### src/rtl/core/rlad_pkg.sv
// Shared types and constants for the run-length ARGB span decoder.
package rlad_pkg;

  localparam int CoordBitsDefault = 16;
  localparam int MapWidthBits     = 13;
  localparam int CmdFifoDepth     = 4;
  localparam int OutFifoDepth     = 2;

  // Item kinds on the input channel
  localparam logic KIND_START = 1'b0;
  localparam logic KIND_DATA  = 1'b1;

  // Configuration register indexes
  localparam logic [2:0] REG_ORIGIN_X     = 3'd0;
  localparam logic [2:0] REG_ORIGIN_Y     = 3'd1;
  localparam logic [2:0] REG_MAP_WIDTH    = 3'd2;
  localparam logic [2:0] REG_CLIP_LEFT    = 3'd3;
  localparam logic [2:0] REG_CLIP_RIGHT   = 3'd4;
  localparam logic [2:0] REG_CLIP_TOP     = 3'd5;
  localparam logic [2:0] REG_CLIP_BOTTOM  = 3'd6;
  localparam logic [2:0] REG_GLOBAL_ALPHA = 3'd7;

  localparam logic [MapWidthBits-1:0] MapWidthReset   = 13'd1;
  localparam logic [7:0]              GlobalAlphaReset = 8'd255;

  typedef struct packed {
    logic       kind;
    logic [7:0] data_byte;
    logic       per_pixel_alpha;
  } in_item_t;

  typedef struct packed {
    logic signed [15:0] span_x;
    logic signed [15:0] span_y;
    logic [7:0]         span_length;
    logic [23:0]        span_color;
    logic [7:0]         blend_alpha;
  } span_t;

endpackage

### src/rtl/core/rlad_fifo.sv
// Small register-based FIFO used for the command queue and the result queue.
module rlad_fifo #(
  parameter int W     = 8,
  parameter int DEPTH = 2
) (
  input  logic         clk_i,
  input  logic         rst_ni,
  input  logic         push_i,
  input  logic [W-1:0] data_i,
  output logic         full_o,
  input  logic         pop_i,
  output logic [W-1:0] data_o,
  output logic         empty_o
);
  localparam int AW = (DEPTH > 1) ? $clog2(DEPTH) : 1;
  localparam int CW = $clog2(DEPTH + 1);

  logic [W-1:0]  mem_q [DEPTH];
  logic [AW-1:0] wr_ptr_q, wr_ptr_d, rd_ptr_q, rd_ptr_d;
  logic [CW-1:0] cnt_q, cnt_d;
  logic          do_push, do_pop;

  assign full_o  = (cnt_q == CW'(DEPTH));
  assign empty_o = (cnt_q == '0);
  assign do_push = push_i && !full_o;
  assign do_pop  = pop_i && !empty_o;
  assign data_o  = mem_q[rd_ptr_q];

  always_comb begin
    wr_ptr_d = wr_ptr_q;
    rd_ptr_d = rd_ptr_q;
    cnt_d    = cnt_q;
    if (do_push) begin
      wr_ptr_d = (wr_ptr_q == AW'(DEPTH - 1)) ? '0 : wr_ptr_q + 1'b1;
    end
    if (do_pop) begin
      rd_ptr_d = (rd_ptr_q == AW'(DEPTH - 1)) ? '0 : rd_ptr_q + 1'b1;
    end
    if (do_push && !do_pop) begin
      cnt_d = cnt_q + 1'b1;
    end else if (do_pop && !do_push) begin
      cnt_d = cnt_q - 1'b1;
    end
  end

  always_ff @(posedge clk_i or negedge rst_ni) begin
    if (!rst_ni) begin
      wr_ptr_q <= '0;
      rd_ptr_q <= '0;
      cnt_q    <= '0;
    end else begin
      wr_ptr_q <= wr_ptr_d;
      rd_ptr_q <= rd_ptr_d;
      cnt_q    <= cnt_d;
    end
  end

  always_ff @(posedge clk_i) begin
    if (do_push) begin
      mem_q[wr_ptr_q] <= data_i;
    end
  end

endmodule

### src/rtl/core/rlad_front.sv
// Front end: parses the compressed byte stream and issues span candidates.
module rlad_front #(
  parameter  int COORD_BITS = rlad_pkg::CoordBitsDefault,
  localparam int XW    = ((COORD_BITS > 14) ? COORD_BITS : 14) + 2,
  localparam int CMD_W = XW + 16 + 8 + 24 + 8 + 1
) (
  input  logic                                 clk_i,
  input  logic                                 rst_ni,
  input  logic                                 take_i,
  input  rlad_pkg::in_item_t                   item_i,
  input  logic signed [COORD_BITS-1:0]         origin_x_i,
  input  logic signed [COORD_BITS-1:0]         origin_y_i,
  input  logic signed [COORD_BITS-1:0]         clip_top_i,
  input  logic signed [COORD_BITS-1:0]         clip_bottom_i,
  input  logic [rlad_pkg::MapWidthBits-1:0]    map_width_i,
  output logic                                 cmd_push_o,
  output logic [CMD_W-1:0]                     cmd_o
);
  import rlad_pkg::*;

  localparam int RW = COORD_BITS + 2;
  localparam int CLW = 14;

  localparam logic PH_COUNT = 1'b0;
  localparam logic PH_PIXEL = 1'b1;

  logic                 phase_q, phase_d;
  logic                 rep_q, rep_d;
  logic [7:0]           left_q, left_d;
  logic [1:0]           slot_q, slot_d;
  logic [23:0]          color_q, color_d;
  logic [CLW-1:0]       col_q, col_d;
  logic signed [RW-1:0] row_q, row_d;
  logic                 skip_q, skip_d;
  logic                 fin_q, fin_d;
  logic                 mode_q, mode_d;

  logic                 row_load;
  logic signed [RW-1:0] row_src;
  logic [7:0]           b;
  logic [7:0]           len;
  logic [7:0]           left_dec;
  logic [CLW-1:0]       col_sum;
  logic                 pkt_done;
  logic signed [XW-1:0] x0;
  logic signed [15:0]   row16;

  assign b     = item_i.data_byte;
  assign len   = rep_q ? left_q : 8'd1;
  assign x0    = XW'(origin_x_i) + XW'(col_q);
  assign row16 = 16'(row_q);
  assign cmd_o = {x0, row16, len, color_q, b, mode_q};

  always_comb begin
    phase_d    = phase_q;
    rep_d      = rep_q;
    left_d     = left_q;
    slot_d     = slot_q;
    color_d    = color_q;
    col_d      = col_q;
    mode_d     = mode_q;
    row_load   = 1'b0;
    row_src    = row_q + RW'(1);
    pkt_done   = 1'b0;
    cmd_push_o = 1'b0;
    left_dec   = left_q - 8'd1;
    col_sum    = col_q + CLW'(len);

    if (take_i) begin
      if (item_i.kind == KIND_START) begin
        mode_d   = item_i.per_pixel_alpha;
        phase_d  = PH_COUNT;
        rep_d    = 1'b0;
        left_d   = '0;
        slot_d   = '0;
        col_d    = '0;
        row_load = 1'b1;
        row_src  = RW'(origin_y_i);
      end else if (!fin_q) begin
        if (phase_q == PH_COUNT) begin
          rep_d   = b[7];
          left_d  = b[7] ? ({1'b0, b[6:0]} + 8'd1) : (b + 8'd1);
          phase_d = PH_PIXEL;
          slot_d  = '0;
        end else if (slot_q != 2'd3) begin
          color_d[slot_q*8 +: 8] = b;
          slot_d = slot_q + 2'd1;
        end else begin
          // alpha byte closes the pixel
          cmd_push_o = !skip_q && (!mode_q || b != 8'd0);
          col_d      = col_sum;
          if (rep_q) begin
            left_d   = '0;
            pkt_done = 1'b1;
          end else begin
            left_d = left_dec;
            if (left_dec == 8'd0) begin
              pkt_done = 1'b1;
            end else begin
              slot_d = '0;
            end
          end
          if (pkt_done) begin
            phase_d = PH_COUNT;
            slot_d  = '0;
            if (col_sum >= CLW'(map_width_i)) begin
              col_d    = '0;
              row_load = 1'b1;
            end
          end
        end
      end
    end

    row_d  = row_q;
    skip_d = skip_q;
    fin_d  = fin_q;
    if (row_load) begin
      row_d  = row_src;
      skip_d = row_src < RW'(clip_top_i);
      fin_d  = !skip_d && (row_src > RW'(clip_bottom_i));
    end
  end

  always_ff @(posedge clk_i or negedge rst_ni) begin
    if (!rst_ni) begin
      phase_q <= PH_COUNT;
      rep_q   <= 1'b0;
      left_q  <= '0;
      slot_q  <= '0;
      col_q   <= '0;
      row_q   <= '0;
      skip_q  <= 1'b0;
      fin_q   <= 1'b1;
      mode_q  <= 1'b0;
    end else begin
      phase_q <= phase_d;
      rep_q   <= rep_d;
      left_q  <= left_d;
      slot_q  <= slot_d;
      col_q   <= col_d;
      row_q   <= row_d;
      skip_q  <= skip_d;
      fin_q   <= fin_d;
      mode_q  <= mode_d;
    end
  end

  always_ff @(posedge clk_i) begin
    color_q <= color_d;
  end

endmodule

### src/rtl/core/rlad_back.sv
// Back end: clips span candidates, scales alpha and forms result items.
module rlad_back #(
  parameter  int COORD_BITS = rlad_pkg::CoordBitsDefault,
  localparam int XW    = ((COORD_BITS > 14) ? COORD_BITS : 14) + 2,
  localparam int CMD_W = XW + 16 + 8 + 24 + 8 + 1
) (
  input  logic                         cmd_empty_i,
  input  logic [CMD_W-1:0]             cmd_i,
  output logic                         cmd_pop_o,
  input  logic                         out_full_i,
  output logic                         out_push_o,
  output rlad_pkg::span_t              span_o,
  input  logic signed [COORD_BITS-1:0] clip_left_i,
  input  logic signed [COORD_BITS-1:0] clip_right_i,
  input  logic [7:0]                   global_alpha_i
);
  import rlad_pkg::*;

  logic signed [XW-1:0] x0;
  logic signed [15:0]   row16;
  logic [7:0]           len;
  logic [23:0]          color;
  logic [7:0]           abyte;
  logic                 mode;

  logic signed [XW-1:0] cl, cr, lo, hi, hi_raw, diff;
  logic [15:0]          prod;
  logic [16:0]          scaled;
  logic                 visible;

  assign {x0, row16, len, color, abyte, mode} = cmd_i;

  assign cl     = XW'(clip_left_i);
  assign cr     = XW'(clip_right_i);
  assign hi_raw = x0 + XW'(len) - XW'(1);
  assign lo     = (x0 < cl) ? cl : x0;
  assign hi     = (hi_raw > cr) ? cr : hi_raw;
  assign diff   = hi - lo + XW'(1);

  // floor(p / 255) for p up to 255*255
  assign prod   = 16'(abyte) * 16'(global_alpha_i);
  assign scaled = 17'(prod) + 17'(prod[15:8]) + 17'd1;

  assign visible    = (global_alpha_i != 8'd0) && !(lo > hi);
  assign cmd_pop_o  = !cmd_empty_i && !out_full_i;
  assign out_push_o = cmd_pop_o && visible;

  always_comb begin
    span_o.span_x      = 16'(lo);
    span_o.span_y      = row16;
    span_o.span_length = diff[7:0];
    span_o.span_color  = color;
    span_o.blend_alpha = mode ? scaled[15:8] : global_alpha_i;
  end

endmodule

### src/rtl/core/rle_argb_pixelmap_span_decoder.sv
// Top level of the run-length ARGB pixelmap span decoder.
//
// Input channel: push / full. One compressed byte (or a start marker) per
// item; an item is taken on a clock edge with push high and full low.
// A start item (kind 0) restarts parsing and latches the alpha mode.
// Result channel: empty / pop. While empty is low, span_o holds the oldest
// span command; it is taken on an edge with pop high.
// Configuration: cfg_valid_i / cfg_ready_o with a register index and data;
// ready is always high, write only while the decoder is idle.
// Throughput: one byte per cycle while full is low. The parser keeps all
// packet state in registers and hands each completed pixel to a 4-entry
// command queue; the clip and alpha stage drains one command per cycle,
// while the result queue has room, into a 2-entry result queue. A span is
// registered in the command queue, then the result queue, before output.
// When pop stays low the result queue fills, then the command queue, and
// full rises; no item is lost.
// Reset: both queues empty, parser finished until a start item arrives,
// registers at their defaults (map width 1, global alpha 255, others 0).
module rle_argb_pixelmap_span_decoder #(
  parameter  int COORD_BITS = rlad_pkg::CoordBitsDefault,
  localparam int CFG_W = (COORD_BITS > rlad_pkg::MapWidthBits) ?
                         COORD_BITS : rlad_pkg::MapWidthBits
) (
  input  logic               clk_i,
  input  logic               rst_ni,
  input  logic               push,
  output logic               full,
  input  rlad_pkg::in_item_t in_item_i,
  output logic               empty,
  input  logic               pop,
  output rlad_pkg::span_t    span_o,
  input  logic               cfg_valid_i,
  output logic               cfg_ready_o,
  input  logic [2:0]         cfg_index_i,
  input  logic [CFG_W-1:0]   cfg_data_i
);
  import rlad_pkg::*;

  localparam int XW    = ((COORD_BITS > 14) ? COORD_BITS : 14) + 2;
  localparam int CMD_W = XW + 16 + 8 + 24 + 8 + 1;

  logic signed [COORD_BITS-1:0] origin_x_q, origin_y_q;
  logic signed [COORD_BITS-1:0] clip_left_q, clip_right_q, clip_top_q, clip_bottom_q;
  logic [MapWidthBits-1:0]      map_width_q;
  logic [7:0]                   global_alpha_q;

  logic             take;
  logic             cmd_push, cmd_full, cmd_pop, cmd_empty;
  logic [CMD_W-1:0] cmd_wdata, cmd_rdata;
  logic             out_push, out_full;
  span_t            span_new;
  logic [$bits(span_t)-1:0] out_rdata;

  assign cfg_ready_o = 1'b1;
  assign full        = cmd_full;
  assign take        = push && !full;
  assign span_o      = span_t'(out_rdata);

  always_ff @(posedge clk_i or negedge rst_ni) begin
    if (!rst_ni) begin
      origin_x_q     <= '0;
      origin_y_q     <= '0;
      map_width_q    <= MapWidthReset;
      clip_left_q    <= '0;
      clip_right_q   <= '0;
      clip_top_q     <= '0;
      clip_bottom_q  <= '0;
      global_alpha_q <= GlobalAlphaReset;
    end else if (cfg_valid_i && cfg_ready_o) begin
      case (cfg_index_i)
        REG_ORIGIN_X:     origin_x_q     <= cfg_data_i[COORD_BITS-1:0];
        REG_ORIGIN_Y:     origin_y_q     <= cfg_data_i[COORD_BITS-1:0];
        REG_MAP_WIDTH:    map_width_q    <= cfg_data_i[MapWidthBits-1:0];
        REG_CLIP_LEFT:    clip_left_q    <= cfg_data_i[COORD_BITS-1:0];
        REG_CLIP_RIGHT:   clip_right_q   <= cfg_data_i[COORD_BITS-1:0];
        REG_CLIP_TOP:     clip_top_q     <= cfg_data_i[COORD_BITS-1:0];
        REG_CLIP_BOTTOM:  clip_bottom_q  <= cfg_data_i[COORD_BITS-1:0];
        REG_GLOBAL_ALPHA: global_alpha_q <= cfg_data_i[7:0];
        default: ;
      endcase
    end
  end

  rlad_front #(
    .COORD_BITS(COORD_BITS)
  ) u_front (
    .clk_i         (clk_i),
    .rst_ni        (rst_ni),
    .take_i        (take),
    .item_i        (in_item_i),
    .origin_x_i    (origin_x_q),
    .origin_y_i    (origin_y_q),
    .clip_top_i    (clip_top_q),
    .clip_bottom_i (clip_bottom_q),
    .map_width_i   (map_width_q),
    .cmd_push_o    (cmd_push),
    .cmd_o         (cmd_wdata)
  );

  rlad_fifo #(
    .W    (CMD_W),
    .DEPTH(CmdFifoDepth)
  ) u_cmd_fifo (
    .clk_i  (clk_i),
    .rst_ni (rst_ni),
    .push_i (cmd_push),
    .data_i (cmd_wdata),
    .full_o (cmd_full),
    .pop_i  (cmd_pop),
    .data_o (cmd_rdata),
    .empty_o(cmd_empty)
  );

  rlad_back #(
    .COORD_BITS(COORD_BITS)
  ) u_back (
    .cmd_empty_i   (cmd_empty),
    .cmd_i         (cmd_rdata),
    .cmd_pop_o     (cmd_pop),
    .out_full_i    (out_full),
    .out_push_o    (out_push),
    .span_o        (span_new),
    .clip_left_i   (clip_left_q),
    .clip_right_i  (clip_right_q),
    .global_alpha_i(global_alpha_q)
  );

  rlad_fifo #(
    .W    ($bits(span_t)),
    .DEPTH(OutFifoDepth)
  ) u_out_fifo (
    .clk_i  (clk_i),
    .rst_ni (rst_ni),
    .push_i (out_push),
    .data_i (span_new),
    .full_o (out_full),
    .pop_i  (pop),
    .data_o (out_rdata),
    .empty_o(empty)
  );

endmodule

### config.mk
export PLATFORM = sky130hd
export DESIGN_NAME = rle_argb_pixelmap_span_decoder
export DESIGN_NICKNAME = d
export VERILOG_FILES = /design/src/rtl/core/rlad_pkg.sv /design/src/rtl/core/rlad_fifo.sv /design/src/rtl/core/rlad_front.sv /design/src/rtl/core/rlad_back.sv /design/src/rtl/core/rle_argb_pixelmap_span_decoder.sv
export SDC_FILE = /design/constraint.sdc
export NUM_CORES = 1
export LEC_CHECK = 0
export BUFFER_PORTS_ARGS = -buffer_cell sky130_fd_sc_hd__buf_2
export CAP_MARGIN = 40
export CORE_ASPECT_RATIO = 0.5
export CORE_MARGIN = 5
export CORE_UTILIZATION = 35
export DETAILED_ROUTE_END_ITERATION = 7
export PLACE_DENSITY_LB_ADDON = 0.1
export SYNTH_ARGS = -nofsm -noshare
export SYNTH_HDL_FRONTEND = slang
export SYNTH_SLANG_ARGS = --single-unit
### constraint.sdc
create_clock -name clk_i -period 12.6 [get_ports clk_i]
set_clock_uncertainty 0.05 [all_clocks]
set_input_delay 2.52 -clock clk_i [delete_from_list [all_inputs] [get_ports clk_i]]
set_output_delay 2.52 -clock clk_i [all_outputs]
set_load 0.02 [all_outputs]
==> reports/qor.csv, run 1 <==
stage,metric,value,unit
global_routing,antenna_found_initial,2,
place,numPlacedInstances,3637,
routing,num_vias,18600,
routing,top_layer,met4,
logic_synthesis,yosys_warnings,0,
logic_synthesis,synth_top_family_by_area,multiplexers,
sta,setup_tns,0,ns
global_routing,grt_max_degree,70,
routing,wl_per_cell,22.0,um
logic_synthesis,yosysSeqAreaShare,56.9,%
logic_synthesis,synth_edf_count,464,
cts,path_clk_slew,0.07,ns
logic_synthesis,synth_compound_area_share,6.31,%
critical_path,cp_top_family,compound AO/OA/AOI/OAI gates,
logic_synthesis,syn_area,0.0322,sq mm
sta,setup_viol,0,
cts,cts_tree,done,
logic_synthesis,synth-xor-area-share,2.56,%
logic_synthesis,synth.distinct_cells,76,
cts,root_buffer,clkbuf_16,
sta,relSlewSlack,41.6,%
critical_path,worstSetupEndpointType,flip-flop,
cells_and_area,instances_no_fill,3753,
critical_path,slowest_delay,0.67,ns
critical_path,cp_slowest_cell,buf_4,
logic_synthesis,synthSimpleGateAreaFrac,6.73,%
cts,post_cts_buffers,0,
floorplanning,core_area,0.0910,sq mm
sta,max_freq,108,MHz
logic_synthesis,ys_ff_latch,639,
cts,clk_latency,0.66,ns
routing,final_antenna_net_count,0,
logic_synthesis,synth_nets,2616,
routing,viasPerCell,4.95,
logic_synthesis,yosys.area.top_type,edfxtp_1,
logic_synthesis,synth_area_leaders,"edfxtp_1 43%, dfrtp_1 13%, ha_1 8.4%",
routing,first_pass_iters,5,
sta,worst_pin_slew,0.877,ns
cts,cts.sinks,639,
logic_synthesis,synth_ff_type,edfxtp_1,
cells_and_area,final_common_cell,edfxtp_1,
logic_synthesis,synth_area_per_cell,13.9,sq um
logic_synthesis,synth.top_cell.area_share,43.3,%
routing,route.detailed.drc,0,
floorplanning,num_io_pins,109,
logic_synthesis,muxShareOfSynthArea,12.9,%
cts,ctsResizeCount,0,
place,portBuffers,107,
logic_synthesis,synth_cells,2323,
cts,hold_buffers,0,
cells_and_area,layout_common_cells,"464 x edfxtp_1, 217 x ha_1, 216 x inv_1",
critical_path,crit_required,12.83,ns
place,place_congestion,0.810,
critical_path,rrSetupSlack,3.34,ns
global_routing,grt_pass1_wl,124000,um
floorplanning,fp-row-count,78,
critical_path,path_buf_inv,7,
routing,met2_length,37600,um
sta,period_needed,9.26,ns
critical_path,path_class,reg -> reg,
global_routing,track_usage,16.7,%
critical_path,startpoint_type,flip-flop,
floorplanning,die-area,0.0985,sq mm
floorplanning,die_w,439,um
global_routing,grt_overflow,0,
critical_path,cp_max_fo,42,
sta,maxSlewViolCount,0,
floorplanning,die_h,224,um
logic_synthesis,synthAdderAreaFrac,11.1,%
cts,htree_levels,2,
cells_and_area,syn_to_final_growth,13.2,%
cells_and_area,nets,2752,
cells_and_area,drive_gt1_share,21.0,%
routing,met3_length,2150,um
flow_run,drv_cap,0,
critical_path,critPathArrivalTime,9.49,ns
routing,wl_met1,41600,um
cts,cts-buffers-inserted,60,
cts,clock_path_buffers,3,
status,status,"complete, no violations",
floorplanning,start_util,35.4,%
cells_and_area,finish.instance_area,0.0365,sq mm
routing,drtIter0Drc,1042,
sta,period_share,73.5,%
logic_synthesis,ys_async_sr_fraction,27.4,%
place,place_hpwl,59000,um
global_routing,grt_pass1_vias,19100,
sta,hold_violations,0,
place,postPlaceCellArea,0.0344,sq mm
sta,rsz0062_at_grt,false,
cells_and_area,fillers,8631,
worst_hold_path,hp-class,reg -> reg,
routing,wl,82500,um
## registers in the layout (all words and copies together) (netlist names), 13 cells and up
| name | flops |
|---|---|
| clip_bottom_q | 16 |
| clip_left_q | 16 |
| clip_right_q | 16 |
| clip_top_q | 16 |
| map_width_q | 13 |
| origin_x_q | 16 |
| origin_y_q | 16 |
| u_cmd_fifo.mem_q | 296 |
| u_front.col_q | 14 |
| u_front.color_q | 24 |
| u_front.row_q | 18 |
| u_out_fifo.mem_q | 144 |
## kinds of logic (layout without fill, tap and decap cells)
kind of cell,count (synthesis),after routing
AOI/OAI and AO/OA,310,310
xor gates and xnor gates,94,94
adders and majority gates,260,260
buffers and inverters,286,474
DFF,639,639
muxes,299,299
other,1,3
and+or+nand+nor,434,434
## layer usage
metal  GRT usage [%]  vias up
met5               0        -
met2            26.5      222
met4            3.19        0
met1            24.8     9490
met3            2.00       72
li1                -     8802
## stage by stage
stage / setup WS, ns / hold WS [ns] / util, %
detailed placement: 3.40 / 0.428 / 37.9
global route: 2.80 / 0.461 / 40.1
global placement: 3.35 / 0.430 / 37.6
finish: 3.34 / 0.439 / 40.1
CTS: 3.29 / 0.440 / 40.1
floorplan: 1.77 / 0.407 / -
## cell usage after synthesis, drive strengths merged, types with 4 or more instances
master   count
mux4        74
dfrtp      165
a21o        33
a21oi       77
buf         19
and2        73
nor3        23
nor4b        6
nand3       24
a31oi        7
clkbuf      51
and3         8
inv        216
xnor2       65
nor2        76
ha         217
fa          42
o211ai       6
nor4         9
nor2b       13
o21ai       93
a22o        15
o22ai        6
a211oi      13
a2111oi      7
mux2       185
o31ai        5
o21bai       5
edfxtp     464
nor3b        8
or3          4
mux2i       40
nand4       21
o21a        17
nand2      142
xor2        29
dfstp       10
nand3b       4
nand2b      11
## final timing paths
kind                            cells after the start                      end                    from
worst max-delay path                               36  u_out_fifo.mem_q[1][19]  u_cmd_fifo.rd_ptr_q[0]
worst min-delay path                                1      u_cmd_fifo.cnt_q[2]     u_cmd_fifo.cnt_q[2]
worst max register to register                     36  u_out_fifo.mem_q[1][19]  u_cmd_fifo.rd_ptr_q[0]
worst min register to register                      1      u_cmd_fifo.cnt_q[2]     u_cmd_fifo.cnt_q[2]
max in group asynchronous                           3          clip_left_q[11]                  rst_ni
min in group asynchronous                           1            origin_y_q[6]                  rst_ni
## cell type report
| class | instances | area (sq um) | share of cell area, % |
|---|---|---|---|
| Tap cell | 1240 | 1550 | 4.26 |
| Sequential cell | 639 | 18300 | 50.3 |
| Antenna cell | 2 | 5.00 | 0.0137 |
| Multi-Input combinational cell | 1398 | 12800 | 35.1 |
| Inverter | 216 | 811 | 2.22 |
| Timing Repair Buffer | 144 | 951 | 2.61 |
| Clock inverter | 41 | 420 | 1.15 |
| Clock buffer | 73 | 1580 | 4.34 |
Power of run 1 is not shown: default switching activity piles up to over one toggle a cycle in this logic, so the estimate is an artifact.
==> run 2, diff against run 1 <==
==> constraint.sdc (replaced) <==
create_clock -name clk_i -period 7.85 [get_ports clk_i]
set_clock_uncertainty 0.05 [all_clocks]
set_input_delay 1.57 -clock clk_i [delete_from_list [all_inputs] [get_ports clk_i]]
set_output_delay 1.57 -clock clk_i [all_outputs]
set_load 0.02 [all_outputs]
==> reports/qor.csv, run 2 (synthesis gave the netlist of run 1 again) <==
stage,metric,value,unit,change
status,status,"complete, no violations",,
cells_and_area,final_common_cell,edfxtp_1,,
critical_path,startpoint_type,flip-flop,,
global_routing,met3_usage,2.29,%,+0.29 points
critical_path,cp_slowest_cell,a2111oi_0,,
global_routing,grt_max_degree,65,,-7.1%
cts,root_buffer,clkbuf_16,,
sta,relSlewSlack,41.9,%,+0.37 points
critical_path,worstSetupEndpointType,flip-flop,,
routing,drtIter0Drc,1137,,+9.1%
cts,hold_buffers,0,,unchanged
critical_path,timing.rr.start,u_cmd_fifo.rd_ptr_q[0],,
critical_path,rrSetupSlack,0.31,ns,-3.03 ns
routing,wl,83500,um,+1.2%
cells_and_area,nets,2810,,+2.1%
critical_path,cp.depth,31,,-14%
cts,htree_levels,2,,unchanged
cells_and_area,regMostFlops,u_cmd_fifo.mem_q,,
global_routing,met2_usage,24.6,%,-1.9 points
routing,wl_per_cell,21.9,um,-0.29%
global_routing,antenna_found_initial,2,,unchanged
floorplanning,fp-row-count,78,,unchanged
cts,path_clk_slew,0.06,ns,about the same
floorplanning,num_io_pins,109,,unchanged
sta,layout_setup_ws,0.306,ns,-3.03 ns
critical_path,crit_top_cell,a21o_1,,
floorplanning,die_h,224,um,unchanged
critical_path,slowest_delay,0.78,ns,+0.11 ns
global_routing,use_met1,25.3,%,+0.53 points
worst_hold_path,hp-class,reg -> reg,,
critical_path,cp_top_family,compound AO/OA/AOI/OAI gates,,
cells_and_area,drive_gt1_share,25.0,%,+4.0 points
global_routing,track_usage,16.4,%,-0.26 points
routing,route.detailed.drc,0,,unchanged
global_routing,grt_pass1_wl,123000,um,-0.78%
floorplanning,start_util,35.4,%,unchanged
routing,first_pass_iters,5,,unchanged
sta,worst_pin_slew,0.849,ns,-0.0275 ns
cts,cts-buffers-inserted,61,,+1.7%
critical_path,cp_max_fo,14,,-67%
place,place_hpwl,57400,um,-2.6%
cells_and_area,layout_common_cells,"464 x edfxtp_1, 206 x ha_1, 200 x inv_1",,
cells_and_area,largest_register_ffs,296,,unchanged
critical_path,ff2ff_path_depth,31,,-14%
critical_path,crit_required,8.17,ns,-4.66 ns
global_routing,grt.busiest_layer,met1,,
critical_path,critPathArrivalTime,7.86,ns,-1.63 ns
sta,setup_viol,0,,unchanged
routing,final_antenna_net_count,0,,unchanged
sta,maxSlewViolCount,0,,unchanged
global_routing,grt_pass1_vias,19200,,+0.44%
cells_and_area,top_regs,"u_cmd_fifo.mem_q: 296 flops, u_out_fifo.mem_q: 144 flops, u_front.color_q: 24 flops",,
sta,rsz0062_at_grt,true,,
place,portBuffers,107,,unchanged
worst_hold_path,min-delay-start,u_front.color_q[14],,
floorplanning,core_area,0.0910,sq mm,unchanged
sta,hold_violations,0,,unchanged
cts,clk_latency,0.68,ns,+0.02 ns
routing,viasPerCell,4.98,,+0.54%
flow_run,drv_cap,0,,unchanged
sta,period_needed,7.54,ns,-1.72 ns
sta,period_share,96.1,%,+23 points
cts,clock_path_buffers,3,,unchanged
floorplanning,die-area,0.0985,sq mm,unchanged
floorplanning,die_w,439,um,unchanged
critical_path,regToRegEndpoint,u_out_fifo.mem_q[1][5],,
critical_path,path_buf_inv,8,,+1
place,place_congestion,0.807,,-0.41%
global_routing,grt_overflow,0,,unchanged
worst_hold_path,holdPathStages,0,,-1
critical_path,path_class,reg -> reg,,
cells_and_area,syn_to_final_growth,16.3,%,
place,dpl_worst_slack,-0.0217,ns,-3.42 ns
cts,cts.sinks,639,,unchanged
worst_hold_path,hold_end,u_cmd_fifo.mem_q[1][23],,
sta,max_freq,133,MHz,+23%
routing,num_vias,19000,,+2.1%
cells_and_area,fillers,8506,,-1.4%
cts,cts_tree,done,,
[run 2: changes by cell type in the layout (fill, tap and decap cells not counted), moves of 10 or more]
cell       delta
buf_4        +35
inv_1        -16
inv_2        +13
ha_1         -11
clkbuf_16    +10
[run 2: per-layer routing]
metal / wire length [um] / vias up
li1: - / 8925
met1: 43000 / 9654
met2: 35900 / 302
met3: 3110 / 89
met4: 1520 / 0
met5: 0 / -
[run 2: how the worst max path moves through the flow]
stage	from	end	slack (ns)
after floorplan	u_cmd_fifo.rd_ptr_q[0]	u_out_fifo.mem_q[0][0]	0.004
after global placement	u_cmd_fifo.rd_ptr_q[0]	u_out_fifo.mem_q[1][27]	0.09
after detailed placement	u_cmd_fifo.rd_ptr_q[0]	u_out_fifo.mem_q[0][7]	-0.02
after CTS	u_cmd_fifo.rd_ptr_q[0]	u_out_fifo.mem_q[1][60]	0.04
after global routing	u_cmd_fifo.rd_ptr_q[0]	u_out_fifo.mem_q[1][69]	-0.11
final	u_cmd_fifo.rd_ptr_q[0]	u_out_fifo.mem_q[1][5]	0.31
[run 2: worst reg2reg max path, delay by kind of cell (launching register included)]
family | cells | cell delay (ns)
AOI/OAI and AO/OA | 12 | 3.39
adders and majority gates | 4 | 0.87
DFF | 1 | 0.51
muxes | 2 | 0.61
buffers and inverters | 8 | 1.15
and+or+nand+nor | 4 | 0.54
xor gates and xnor gates | 1 | 0.11
[run 2: what timing repair did]
item / in CTS / in global routing
buffers inserted: 2 / 33
resized for setup: 0 / 61
endpoints found under the setup margin: 83 / 164
pin swaps: 0 / 33
gates cloned: 0 / 13
[run 2: through the flow]
stage          instances  util (%)  instance area [sq um]  TNS (ns)  hold slack [ns]
3_5_place_dp        3646      38.0                  34600    -0.304            0.429
4_1_cts             3762      40.3                  36600         0            0.441
2_1_floorplan       2323         -                  32300         0            0.407
5_1_grt             3808      41.1                  37400     -4.19            0.448
6_report            3810      41.1                  37400         0            0.449
3_3_place_gp        3635      37.8                  34400         0            0.426
[run 2: final cells by class]
cell class / instances / area (sq um) / area share (%)
inverter: 216 / 818 / 2.19
timing repair buffer: 201 / 1650 / 4.40
multi-input combinational: 1398 / 13000 / 34.9
sequential: 639 / 18300 / 49.0
clock buffer: 83 / 1690 / 4.52
antenna: 2 / 5.00 / 0.0134
clock inverter: 31 / 333 / 0.889
tap: 1240 / 1550 / 4.15
Power of run 2 is left out for the same reason.
==> run 3, diff against run 2 <==
--- a/config.mk
+++ b/config.mk
@@ -8,10 +8,10 @@
 export BUFFER_PORTS_ARGS = -buffer_cell sky130_fd_sc_hd__buf_2
 export CAP_MARGIN = 40
 export CORE_ASPECT_RATIO = 0.5
-export CORE_MARGIN = 5
 export CORE_UTILIZATION = 35
 export DETAILED_ROUTE_END_ITERATION = 7
 export PLACE_DENSITY_LB_ADDON = 0.1
+export RECOVER_POWER = 100
 export SYNTH_ARGS = -nofsm -noshare
 export SYNTH_HDL_FRONTEND = slang
 export SYNTH_SLANG_ARGS = --single-unit
==> reports/qor.csv, run 3 (synthesis gave the netlist of run 1 again) <==
stage,metric,value,unit,change
routing,first_pass_iters,5,,unchanged
global_routing,antenna_found_initial,2,,unchanged
cts,clk_latency,0.68,ns,about the same
sta,layout_setup_ws,0.365,ns,+0.0589 ns
cells_and_area,fin_util,40.2,%,-0.96 points
global_routing,track_usage,17.5,%,+1.1 points
critical_path,crit_required,8.13,ns,-0.04 ns
cells_and_area,largest_register_ffs,296,,unchanged
global_routing,grt.busiest_layer,met1,,
global_routing,grt_pass1_vias,19200,,+0.22%
place,dpl_worst_slack,0.176,ns,+0.197 ns
sta,period_share,95.3,%,-0.75 points
critical_path,cp_slowest_cell,mux4_2,,
place,numPlacedInstances,3660,,+0.38%
critical_path,critPathArrivalTime,7.77,ns,-0.09 ns
flow_run,drv_cap,10,,+10
global_routing,met3_usage,2.51,%,+0.22 points
critical_path,cp_top_family,compound AO/OA/AOI/OAI gates,,
cts,htree_levels,2,,unchanged
sta,relSlewSlack,-211,%,-250 points
routing,route.detailed.drc,0,,unchanged
cells_and_area,n_antenna_cell,0,,-2
critical_path,ff2ff_path_depth,33,,+6.5%
sta,setup_viol,0,,unchanged
worst_hold_path,holdPathStages,0,,unchanged
cells_and_area,drive_gt1_share,18.7,%,-6.3 points
cts,path_clk_slew,0.07,ns,about the same
place,place_congestion,0.852,,+5.6%
sta,whs,0.452,ns,+0.00258 ns
critical_path,cp.depth,33,,+6.5%
critical_path,path_class,reg -> reg,,
sta,maxSlewViolCount,387,,+387
critical_path,startpoint_type,flip-flop,,
critical_path,slowest_delay,0.54,ns,-0.24 ns
cells_and_area,fillers,8556,,+0.59%
floorplanning,die_w,431,um,-1.8%
cells_and_area,regMostFlops,u_cmd_fifo.mem_q,,
routing,viasPerCell,4.99,,+0.13%
floorplanning,fp-row-count,78,,unchanged
routing,wl_per_cell,21.3,um,-2.6%
status,violations,"max-capacitance violations, max-slew violations",,
cells_and_area,nets,2779,,-1.1%
cts,cts-buffers-inserted,59,,-3.3%
place,place_hpwl,56800,um,-1.1%
floorplanning,die_h,216,um,-3.6%
critical_path,worstSetupEndpointType,flip-flop,,
cells_and_area,layout_common_cells,"464 x edfxtp_1, 215 x ha_1, 214 x inv_1",,
global_routing,grt_max_degree,79,,+22%
cts,cts_tree,done,,
floorplanning,start_util,35.4,%,+0.038 points
floorplanning,die-area,0.0933,sq mm,-5.3%
critical_path,path_buf_inv,6,,-2
global_routing,met2_usage,25.9,%,+1.4 points
cells_and_area,final_common_cell,edfxtp_1,,
cts,clock_path_buffers,3,,unchanged
cells_and_area,top_regs,"u_cmd_fifo.mem_q: 296 flops, u_out_fifo.mem_q: 144 flops, u_front.color_q: 24 flops",,
cells_and_area,instances_no_fill,3776,,-0.89%
global_routing,grt_pass1_wl,123000,um,+0.11%
sta,hold_violations,0,,unchanged
cts,root_buffer,clkbuf_16,,
global_routing,use_met1,27.0,%,+1.7 points
cells_and_area,syn_to_final_growth,13.4,%,
floorplanning,core_area,0.0909,sq mm,-0.11%
sta,worst_pin_slew,4.67,ns,+3.82 ns
global_routing,grt_overflow,0,,unchanged
routing,final_antenna_net_count,0,,unchanged
cts,cts.sinks,639,,unchanged
sta,period_needed,7.48,ns,-0.0589 ns
routing,wl,80600,um,-3.5%
status,status,finished with violations,,
floorplanning,num_io_pins,109,,unchanged
critical_path,cp_max_fo,35,,+21
worst_hold_path,hp-class,reg -> reg,,
place,portBuffers,107,,unchanged
sta,max_freq,134,MHz,+0.79%
routing,drtIter0Drc,1157,,+1.8%
routing,num_vias,18800,,-0.76%
run 3: changes by cell type in the layout (fill, tap and decap cells not counted), sizes merged:
| cell | previous run | this run |
|---|---|---|
| buf | 192 | 86 |
| clkinvlp | 2 | 6 |
| clkbuf | 92 | 162 |
| clkinv | 24 | 19 |
| diode | 2 | 0 |
| bufinv | 4 | 8 |
| clkdlybuf4s25 | 0 | 1 |
run 3: worst register-to-register path: cells and delay by family (launching register included):
kind                       cells  cell delay [ns]
xor gates and xnor gates       1             0.18
and+or+nand+nor                6             0.85
DFF                            1             0.44
muxes                          2             0.75
AOI/OAI and AO/OA             13             2.72
buffers and inverters          6             0.72
adders and majority gates      5             1.34
run 3: layout make-up:
cell class	count	area, sq um	area share, %
flip-flops and latches	639	18300	50.2
multi-input cells	1398	12800	35.0
clock buffers	77	1580	4.34
well taps	1240	1550	4.25
repair buffers	172	973	2.67
inverters	216	811	2.22
clock inverters	34	463	1.27
run 3: metrics by stage:
| step | TNS (ns) | area (sq um) |
|---|---|---|
| final | 0 | 36500 |
| after global routing | -0.111 | 36500 |
| after CTS | 0 | 36700 |
| after detailed placement | 0 | 34600 |
| after global placement | 0 | 34500 |
| after floorplan | 0 | 32300 |
run 3: repair_timing:
| item | 4_1_cts | 5_1_grt |
|---|---|---|
| endpoints found under the setup margin | 0 | 160 |
| hold buffers | 0 | 0 |
| gates resized for setup | 0 | 4 |
| setup buffers | 0 | 5 |
run 3: metal layers:
layer | wire [um] | part of all wire, % | vias to the layer above
met5 | 0 | 0 | -
met1 | 41700 | 52 | 9612
met4 | 1550 | 1.9 | 0
met2 | 34700 | 43 | 260
li1 | - | - | 8868
met3 | 2660 | 3.3 | 85
run 3: final timing paths:
path,from,slack (ns),endpoint
max in group asynchronous,rst_ni,1.71,u_cmd_fifo.rd_ptr_q[0]
min,u_front.color_q[11],0.45,u_cmd_fifo.mem_q[2][20]
min reg2reg,u_front.color_q[11],0.45,u_cmd_fifo.mem_q[2][20]
max,u_cmd_fifo.rd_ptr_q[0],0.37,u_out_fifo.mem_q[1][24]
max reg2reg,u_cmd_fifo.rd_ptr_q[0],0.37,u_out_fifo.mem_q[1][24]
min in group asynchronous,rst_ni,2.51,u_front.row_q[7]
Power of run 3 is left out for the same reason.
